==> src/design/sxp_pkg.sv <==
// ----------------------------------------------------------------------------
// sxp_pkg
// Character codes and shared types for the sexagesimal coordinate parser.
// ----------------------------------------------------------------------------
package sxp_pkg;

  localparam logic [7:0] CH_MINUS = 8'd45;
  localparam logic [7:0] CH_PLUS  = 8'd43;
  localparam logic [7:0] CH_ZERO  = 8'd48;
  localparam logic [7:0] CH_NINE  = 8'd57;

  // degrees when the string ends right after the sign: (0-48)*10 + (0-48)
  localparam logic [31:0] DEG_EMPTY = 32'hFFFF_FDF0;

  typedef struct packed {
    logic hit;    // beat carries a character of this field
    logic clear;  // string ends on this beat
  } fld_ctl_t;

  function automatic logic is_digit(input logic [7:0] c);
    return (c >= CH_ZERO) && (c <= CH_NINE);
  endfunction

endpackage

==> src/design/sxp_field.sv <==
// ----------------------------------------------------------------------------
// sxp_field
// Two-character decimal field (minutes or seconds): leading digits only.
// ----------------------------------------------------------------------------
module sxp_field (
  input  logic             clk,
  input  logic             rst_n,
  input  sxp_pkg::fld_ctl_t ctl,
  input  logic [7:0]       char_code,
  output logic [6:0]       value_nxt
);
  import sxp_pkg::*;

  logic [6:0]  value_r;
  logic        open_r;
  logic        open_nxt;
  logic [10:0] wide;

  always_comb begin
    wide      = 11'({value_r, 3'b000}) + 11'({value_r, 1'b0})
              + 11'(char_code - CH_ZERO);
    value_nxt = value_r;
    open_nxt  = open_r;
    if (ctl.hit) begin
      if (open_r && is_digit(char_code)) begin
        value_nxt = wide[6:0];
      end else begin
        open_nxt = 1'b0;
      end
    end
  end

  always_ff @(posedge clk) begin
    if (!rst_n || ctl.clear) begin
      value_r <= '0;
      open_r  <= 1'b1;
    end else begin
      value_r <= value_nxt;
      open_r  <= open_nxt;
    end
  end

endmodule

==> src/design/sexagesimal_coordinate_parser.sv <==
// ----------------------------------------------------------------------------
// sexagesimal_coordinate_parser
// Parses "sDD*MM:SS" / "DDD*MM:SS" style strings into signed total seconds.
// ----------------------------------------------------------------------------
// Characters enter one per beat, one beat per cycle unless stalled. The beat
// marked in_last_char produces one result, registered, in the next cycle;
// every other beat produces none. All parsing state updates in the same
// cycle the character is taken, so the accumulator update plus the constant
// multiply by 3600 set the critical path. in_stall is raised only while a
// result sits in the output register and out_stall holds it there. After the
// last character the parser is back in its reset state for the next string.
module sexagesimal_coordinate_parser (
  input  logic        clk,
  input  logic        rst_n,
  input  logic        in_valid,
  output logic        in_stall,
  input  logic [7:0]  in_char_code,
  input  logic        in_last_char,
  output logic        out_valid,
  input  logic        out_stall,
  output logic signed [31:0] out_total_seconds
);
  import sxp_pkg::*;

  logic [3:0]  pos_r;
  logic        has_sign_r;
  logic        neg_r;
  logic [31:0] deg_r;
  logic [2:0]  ms_r;
  logic        out_valid_r;
  logic [31:0] out_total_r;

  logic        acc, fin;
  logic        p0, hs, neg, sign_beat, deg_hit, dig;
  logic [3:0]  d4, k, k2;
  logic [31:0] cval, deg_x10, deg_nxt, deg_f, prod, min60, secs, total;
  logic [2:0]  ms_nxt;
  logic [4:0]  len;
  logic        fld_zone;
  fld_ctl_t    min_ctl, sec_ctl;
  logic [6:0]  min_nxt, sec_nxt;

  assign in_stall = out_valid_r && out_stall;
  assign acc      = in_valid && !in_stall;
  assign fin      = acc && in_last_char;

  always_comb begin
    p0        = (pos_r == 4'd0);
    hs        = p0 ? (in_char_code == CH_MINUS || in_char_code == CH_PLUS) : has_sign_r;
    neg       = p0 ? (in_char_code == CH_MINUS) : neg_r;
    d4        = {3'b000, hs};
    sign_beat = p0 && hs;
    k         = pos_r - d4;
    deg_hit   = !sign_beat && (pos_r >= d4) && (k <= 4'd2);
    dig       = is_digit(in_char_code);
    cval      = {24'd0, in_char_code} - {24'd0, CH_ZERO};
    deg_x10   = {deg_r[28:0], 3'b000} + {deg_r[30:0], 1'b0} + cval;

    deg_nxt = deg_r;
    ms_nxt  = ms_r;
    if (deg_hit) begin
      unique case (k[1:0])
        2'd0: deg_nxt = cval;
        2'd1: deg_nxt = deg_x10;
        default: begin
          if (dig) begin
            deg_nxt = deg_x10;
            ms_nxt  = 3'(d4) + 3'd4;
          end else begin
            ms_nxt  = 3'(d4) + 3'd3;
          end
        end
      endcase
    end

    // minutes and seconds follow the degree field
    fld_zone = !sign_beat && !deg_hit && (ms_r != 3'd0) && (pos_r >= {1'b0, ms_r});
    k2       = pos_r - {1'b0, ms_r};
    min_ctl.hit   = acc && fld_zone && (k2 < 4'd2);
    sec_ctl.hit   = acc && fld_zone && (k2 == 4'd3 || k2 == 4'd4);
    min_ctl.clear = fin;
    sec_ctl.clear = fin;
  end

  always_comb begin
    // degree characters the string never reached count as code zero
    priority if (sign_beat) begin
      deg_f = DEG_EMPTY;
    end else if (deg_hit && k[1:0] == 2'd0) begin
      deg_f = {cval[28:0], 3'b000} + {cval[30:0], 1'b0} - {24'd0, CH_ZERO};
    end else begin
      deg_f = deg_nxt;
    end

    prod  = {deg_f[19:0], 12'd0} - {deg_f[22:0], 9'd0} + {deg_f[27:0], 4'd0};
    min60 = {19'd0, min_nxt, 6'd0} - {23'd0, min_nxt, 2'd0};
    len   = {1'b0, pos_r} + 5'd1;
    secs  = (len > ({2'b00, ms_nxt} + 5'd4)) ? {25'd0, sec_nxt} : 32'd0;
    total = prod + min60 + secs;
    if (neg) begin
      total = 32'd0 - total;
    end
  end

  sxp_field u_min (
    .clk       (clk),
    .rst_n     (rst_n),
    .ctl       (min_ctl),
    .char_code (in_char_code),
    .value_nxt (min_nxt)
  );

  sxp_field u_sec (
    .clk       (clk),
    .rst_n     (rst_n),
    .ctl       (sec_ctl),
    .char_code (in_char_code),
    .value_nxt (sec_nxt)
  );

  always_ff @(posedge clk) begin
    if (!rst_n || fin) begin
      pos_r      <= '0;
      has_sign_r <= 1'b0;
      neg_r      <= 1'b0;
      deg_r      <= '0;
      ms_r       <= '0;
    end else if (acc) begin
      pos_r      <= (pos_r == 4'd15) ? pos_r : pos_r + 4'd1;
      has_sign_r <= hs;
      neg_r      <= neg;
      deg_r      <= deg_nxt;
      ms_r       <= ms_nxt;
    end
  end

  always_ff @(posedge clk) begin
    if (!rst_n) begin
      out_valid_r <= 1'b0;
    end else if (fin) begin
      out_valid_r <= 1'b1;
    end else if (!out_stall) begin
      out_valid_r <= 1'b0;
    end
  end

  always_ff @(posedge clk) begin
    if (fin) begin
      out_total_r <= total;
    end
  end

  assign out_valid         = out_valid_r;
  assign out_total_seconds = out_total_r;

endmodule

==> config.mk <==
export PLATFORM = sky130hd
export DESIGN_NAME = sexagesimal_coordinate_parser
export DESIGN_NICKNAME = d
export VERILOG_FILES = /design/src/design/sxp_pkg.sv /design/src/design/sxp_field.sv /design/src/design/sexagesimal_coordinate_parser.sv
export SDC_FILE = /design/constraint.sdc
export NUM_CORES = 1
export LEC_CHECK = 0
export ABC_AREA = 1
export BUFFER_PORTS_ARGS = -buffer_cell sky130_fd_sc_hd__clkbuf_2
export CORE_MARGIN = 1.5
export CORE_UTILIZATION = 44
export DETAILED_ROUTE_END_ITERATION = 10
export GPL_TIMING_DRIVEN = 0
export PLACE_DENSITY_LB_ADDON = 0.08
export SETUP_SLACK_MARGIN = 0.5
export SLEW_MARGIN = 0
export SYNTH_ARGS = -nofsm -noshare
export SYNTH_HDL_FRONTEND = slang
export SYNTH_SLANG_ARGS = --single-unit
==> constraint.sdc <==
create_clock -name clk -period 11.5 [get_ports clk]
set_clock_uncertainty 0.05 [all_clocks]
set_input_delay 1.15 -clock clk [delete_from_list [all_inputs] [get_ports clk]]
set_output_delay 1.15 -clock clk [all_outputs]
set_load 0.05 [all_outputs]
-- After elaboration in Yosys (flattened, before gate mapping)
Index checks and enable logic that the tools add are counted.
Widths: inputs -> output; s select.
- multiplexer cells: 18
- add/sub/neg operators: 23
- bitwise operators: 3
- equal/unequal tests: 7
- $lt $le $gt $ge: 7
- reductions and logical operators: 30
- operators by type and width (operator ; count):
    $add 32x32->32 ; 4
    $mux 32 ; 3
    $pmux 32 s2 ; 1
    $mux 28 ; 2
    $mux 7 ; 5
    $add 32x7->32 ; 1
    $sub 1x32->32 const A ; 1
    $sub 32x32->32 ; 1
    $add 7x7->7 ; 4
    $eq 8x6->1 const B ; 2
    $logic_and 1x1->1 ; 16
    $sub 13x7->14 const B ; 1
    $sub 13x9->14 ; 1
    $add 12x10->13 ; 1
    $mux 3 ; 3
    $sub 8x6->9 const B ; 1
    $ge 8x6->1 const B ; 1
    $le 8x6->1 const B ; 1
    $sub 7x6->7 const B ; 1
    $reduce_and 2->1 ; 3
    $add 4x1->5 const B ; 1
    $gt 5x4->1 ; 1
    $add 3x3->4 const B ; 1
    $add 4x1->4 const B ; 1
    other kinds (21) ; 31
- word-level logic and storage cells: 99
- input bits: 13
- output and inout bits: 34
- register bits: 90

-- Depth between registers and ports, before layout
- depth after elaboration: 19
- mapped depth: 53
- depth with buffers taken out: 53

-- Modules after synthesis
A second synthesis with hierarchy kept.
- cell total of the unflattened synthesis: 1671
- area, all modules: 11766.3 µm²
- by module, submodules not included (module ; area an instance (µm²) ; sequential area each (µm²) ; instances ; cells an instance):
    sexagesimal_coordinate_parser ; 10214.8 ; 1721.7 ; 1 ; 1457
    sxp_field ; 775.7 ; 160.2 ; 2 ; 107

-- Worst setup path before layout
Ideal clock, no wire load.
- path kind: in2reg
- start point: input in_char_code[4]
- end point: register out_total_r[31] (netlist: out_total_seconds[31]), data pin
- slack: 3.790 ns
- path buffers: 1
- setup time: 0.254 ns
- arrival: 7.406 ns
- stages: 47
- cell sequence: inv_1 -> ha_1 -> inv_1 -> nor2_1 -> nand2_1 -> nand3_1 -> o21ai_0 -> inv_1 -> ha_1 -> ha_1 -> inv_1 -> nand2_1 -> nand2_1 -> nor2_1 -> nand2_2 -> nand3_2 -> nor3_4 -> buf_6 -> [... 11 more ...] -> fa_1 -> ha_1 -> a21oi_1 -> o21ai_0 -> a21oi_1 -> nand2_1 -> a21oi_1 -> o21ai_1 -> nand2_1 -> nand2_1 -> nand2_1 -> nand2_1 -> nor2_1 -> nand3_1 -> nor2_1 -> nand3_1 -> nand3_1 -> nand2_1
- cells in the longest elaborated chain, start to end: 19
- elaborated cells between the ends (all ways): 59
- those cells by class: add/sub: 17; order compare: 5; eq/ne: 3; mux: 16; reduce/logical: 18
- ends and longest elaborated chain (item ; RTL line ; source):
    start, declared ; sexagesimal_coordinate_parser.sv:17 ; input logic [7:0] in_char_code,
    $eq 8x6->1 ; sexagesimal_coordinate_parser.sv:49 ; hs = p0 ? (in_char_code == CH_MINUS || in_char_code == CH_PLUS) : has_sign_r;
    $logic_or 1x1->1 (*) ; sexagesimal_coordinate_parser.sv:49 ;
    $mux 1 (*) ; sexagesimal_coordinate_parser.sv:49 ;
    named net hs ; sexagesimal_coordinate_parser.sv:34 ; logic p0, hs, neg, sign_beat, deg_hit, dig;
    parallel branches: the longest is 13 deep, another holds $sub 32x32->32 ; - ;
    $add 32x7->32 (*) ; sexagesimal_coordinate_parser.sv:99 ; total = prod + min60 + secs;
    $sub 1x32->32 ; sexagesimal_coordinate_parser.sv:101 ; total = 32'd0 - total;
    $mux 32 (*) ; sexagesimal_coordinate_parser.sv:100 ; if (neg) begin
    named net total[31] ; sexagesimal_coordinate_parser.sv:36 ; logic [31:0] cval, deg_x10, deg_nxt, deg_f, prod, min60, secs, total;
    end signal, assigned ; sexagesimal_coordinate_parser.sv:149 ; out_total_r <= total;
    end, declared ; sexagesimal_coordinate_parser.sv:31 ; logic [31:0] out_total_r;
Mark *: on every way through the listed nets, which the timed path passes.
A chain may end at the register's enable or synchronous reset.

-- Worst setup path after layout
- start point: input in_char_code[4]
- end point: register out_total_r[23] (netlist: out_total_seconds[23]), data pin
The elaborated chain is that of the path after synthesis.

==> impl_metrics.csv <==
group,metric,value,unit
setup_path,cp_max_fo,10,
finish,drive_above_1_share,8.32,%
outcome,violations,"DRC",
setup_path,crit_top_cell,"nand2_1",
sta,max_freq,103,MHz
routing,routedWlPerCell,15.3,microns
routing,drc,1,
cts,htree_levels,3,
routing,drtAntennaViolNets,0,
sta,hold_viol,0,
logic_synthesis,synth_top_area_share,13.4,%
floorplanning,die_h,167,microns
routing,drt_iter0_markers,697,
global_route,grtUsageTotal,24.1,%
finish,num-nets-final,1956,
logic_synthesis,ys_async_sr_fraction,0,%
finish,insertedDiodeCount,0,
setup_path,startpoint,"in_char_code[4]",
routing,dr_wl_met3,1680,microns
sta,whs,0.437,ns
placed_design,portBuffers,46,
min_path,holdPathStages,2,
logic_synthesis,synth_cell_types,53,
global_route,grt_pass1_wl,54000,microns
global_route,grt_max_degree,34,
cts,cts_resized,0,
floorplanning,start_util,45.0,%
setup_path,critPathRequiredTime,11.56,ns
logic_synthesis,seq_area_frac_synth,17.3,%
logic_synthesis,netlist_top_cells_count,"348 x nand2_1, 311 x inv_1, 141 x nor2_1",
setup_path,max_stage_delay,0.54,ns
placed_design,dp_slack,1.60,ns
cts,cts_num_sinks,86,
floorplanning,core_area,26200,sq um
routing,routed_wl,32100,microns
floorplanning,die_w,167,microns
placed_design,dp_hpwl,26900,microns
routing,first_pass_iters,8,
outcome,status,"complete, but fails checks",
routing,num_vias,10900,
logic_synthesis,synth_cells,1691,
min_path,worstHoldStart,"u_min.open_r",
logic_synthesis,avgSynthCellArea,6.97,sq um
cts,clk_pin_slew_worst_paths,0.07,ns
setup_path,cp_data_arrival_time,9.79,ns
logic_synthesis,synth_most_common_cell,"nand2_1",
routing,viasPerCell,5.23,
routing,wl_met1,15800,microns
job,max_cap_viol_count,0,
logic_synthesis,yosysWarningCount,0,
cts,cts_tree,"built",
sta,period_minus_slack,9.73,ns
sta,rsz0062_at_grt,"false",
sta,tightest_slew,1.10,ns
setup_path,cp_slowest_cell,"a21oi_1",
routing,met2WireLength,14200,microns
sta,worst_slack,1.77,ns
cts,numCtsBuffers,9,
min_path,min_path_type,"reg2reg",
routing,top_layer_used,"met4",
setup_path,endpoint_kind,"flop",
logic_synthesis,synth.net_count,1898,
finish,syn_to_final_growth,8.74,%
setup_path,rr_worst_depth,47,
logic_synthesis,synth_edf_count,32,
sta,setup_tns,0,ns
cts,cts_root_buf,"clkbuf_16",
logic_synthesis,synth_seq_cells,86,
logic_synthesis,synth_area,11800,sq um
setup_path,path_class,"in2reg",
cts,post-cts-setup-buffers,0,
global_route,antenna_found_initial,0,
cts,holdBufCountCts,0,
setup_path,startpoint_type,"input pin",
global_route,first_global_vias,10700,
logic_synthesis,synth_area_leaders,"fa_1 13%, ha_1 12%, nand2_1 11%, inv_1 9.9%, dfxtp_1 9.2%",
placed_design,routabilityCongestion,0.893,
sta,slew_headroom,26.4,%
sta,setup_violations,0,
logic_synthesis,yosys.area.top_type,"fa_1",
logic_synthesis,synth_flop_cell,"dfxtp_1",
global_route,overflow,0,
floorplanning,dieArea,27800,sq um
placed_design,dp.cells,2072,
sta,slew_viol_final,0,
cts,clock_latency,0.36,ns
floorplanning,io_pins,47,
finish,instances_no_fill,2089,
sta,final.period_utilization,84.6,%
floorplanning,rows,59,
setup_path,reg2reg_from,"pos_r[1]",
cts,clk_path_buf_depth,2,
[worst paths after layout]
path / end / slack, ns
setup / recovery: out_total_seconds[23] / 1.77
hold / removal: u_min.open_r / 0.44
setup reg to reg: out_total_seconds[23] / 2.36
hold reg to reg: u_min.open_r / 0.44
[metal layers]
| metal | track usage [%] | up-vias |
|---|---|---|
| met1 | 34.7 | 5070 |
| met2 | 38.6 | 247 |
| li1 | - | 5584 |
| met4 | 5.42 | 0 |
| met3 | 3.11 | 23 |
| met5 | 0 | - |
[area by class of cell]
cell class / count / area [sq um]
fillers: 2695 / 13400
multi-input cells: 1253 / 8410
flip-flops and latches: 86 / 2040
inverters: 325 / 1220
well taps: 335 / 419
repair buffers: 47 / 250
clock buffers: 9 / 225
clock inverters: 7 / 136
plain buffers: 27 / 118
[cells in the final DEF, fill, tap and decap left out, types with 8 or more instances in the layout]
master	n
xnor2_1	15
clkbuf_2	46
o21ai_0	108
nand4_1	20
clkbuf_1	22
nand2_1	348
dfxtp_1	54
o211ai_1	13
ha_1	115
nand3_1	83
nor3_1	14
a21oi_1	125
nand3b_1	8
inv_2	14
xor2_1	43
nand2_2	18
clkbuf_16	9
or2_2	10
a221oi_1	8
nand3_2	8
a31oi_1	8
edfxtp_1	32
fa_1	79
inv_1	310
o21ai_1	10
nor2_1	141
nor2_2	12
[state kept, by name, indices dropped and copies added, names as in the netlist]
signal,count
out_total_seconds,32
deg_r,28
u_min.value_r,7
u_sec.value_r,7
pos_r,4
ms_r,3
has_sign_r,1
neg_r,1
out_valid,1
u_min.open_r,1
u_sec.open_r,1
[through the flow]
| step | cell area [sq um] | util, % |
|---|---|---|
| 6_report | 12800 | 48.9 |
| 2_1_floorplan | 11800 | - |
| 3_5_place_dp | 12400 | 47.5 |
| 5_1_grt | 12800 | 48.9 |
| 3_3_place_gp | 12400 | 47.5 |
| 4_1_cts | 12800 | 48.9 |
[cell families (layout without fill, tap and decap cells)]
family | after synthesis | in the layout | share of synthesized area (%)
muxes | 2 | 2 | 0.170
DFF | 86 | 86 | 17.3
adders and majority gates | 194 | 194 | 25.6
AOI/OAI and AO/OA | 314 | 314 | 15.1
xor gates and xnor gates | 59 | 59 | 4.45
and+or+nand+nor | 684 | 684 | 26.0
buffers and inverters | 352 | 415 | 11.3
[worst max-delay path, delay by kind of cell]
kind / cells / cell delay, ns
compound gates: 9 / 1.98
xor+xnor: 1 / 0.35
fa+ha+maj: 7 / 2.10
buf+inv: 10 / 1.54
simple gates: 23 / 2.67
Power is left out: the tool's default activity adds up to more than one toggle a clock period on the data nets, which glitch-free logic cannot reach.
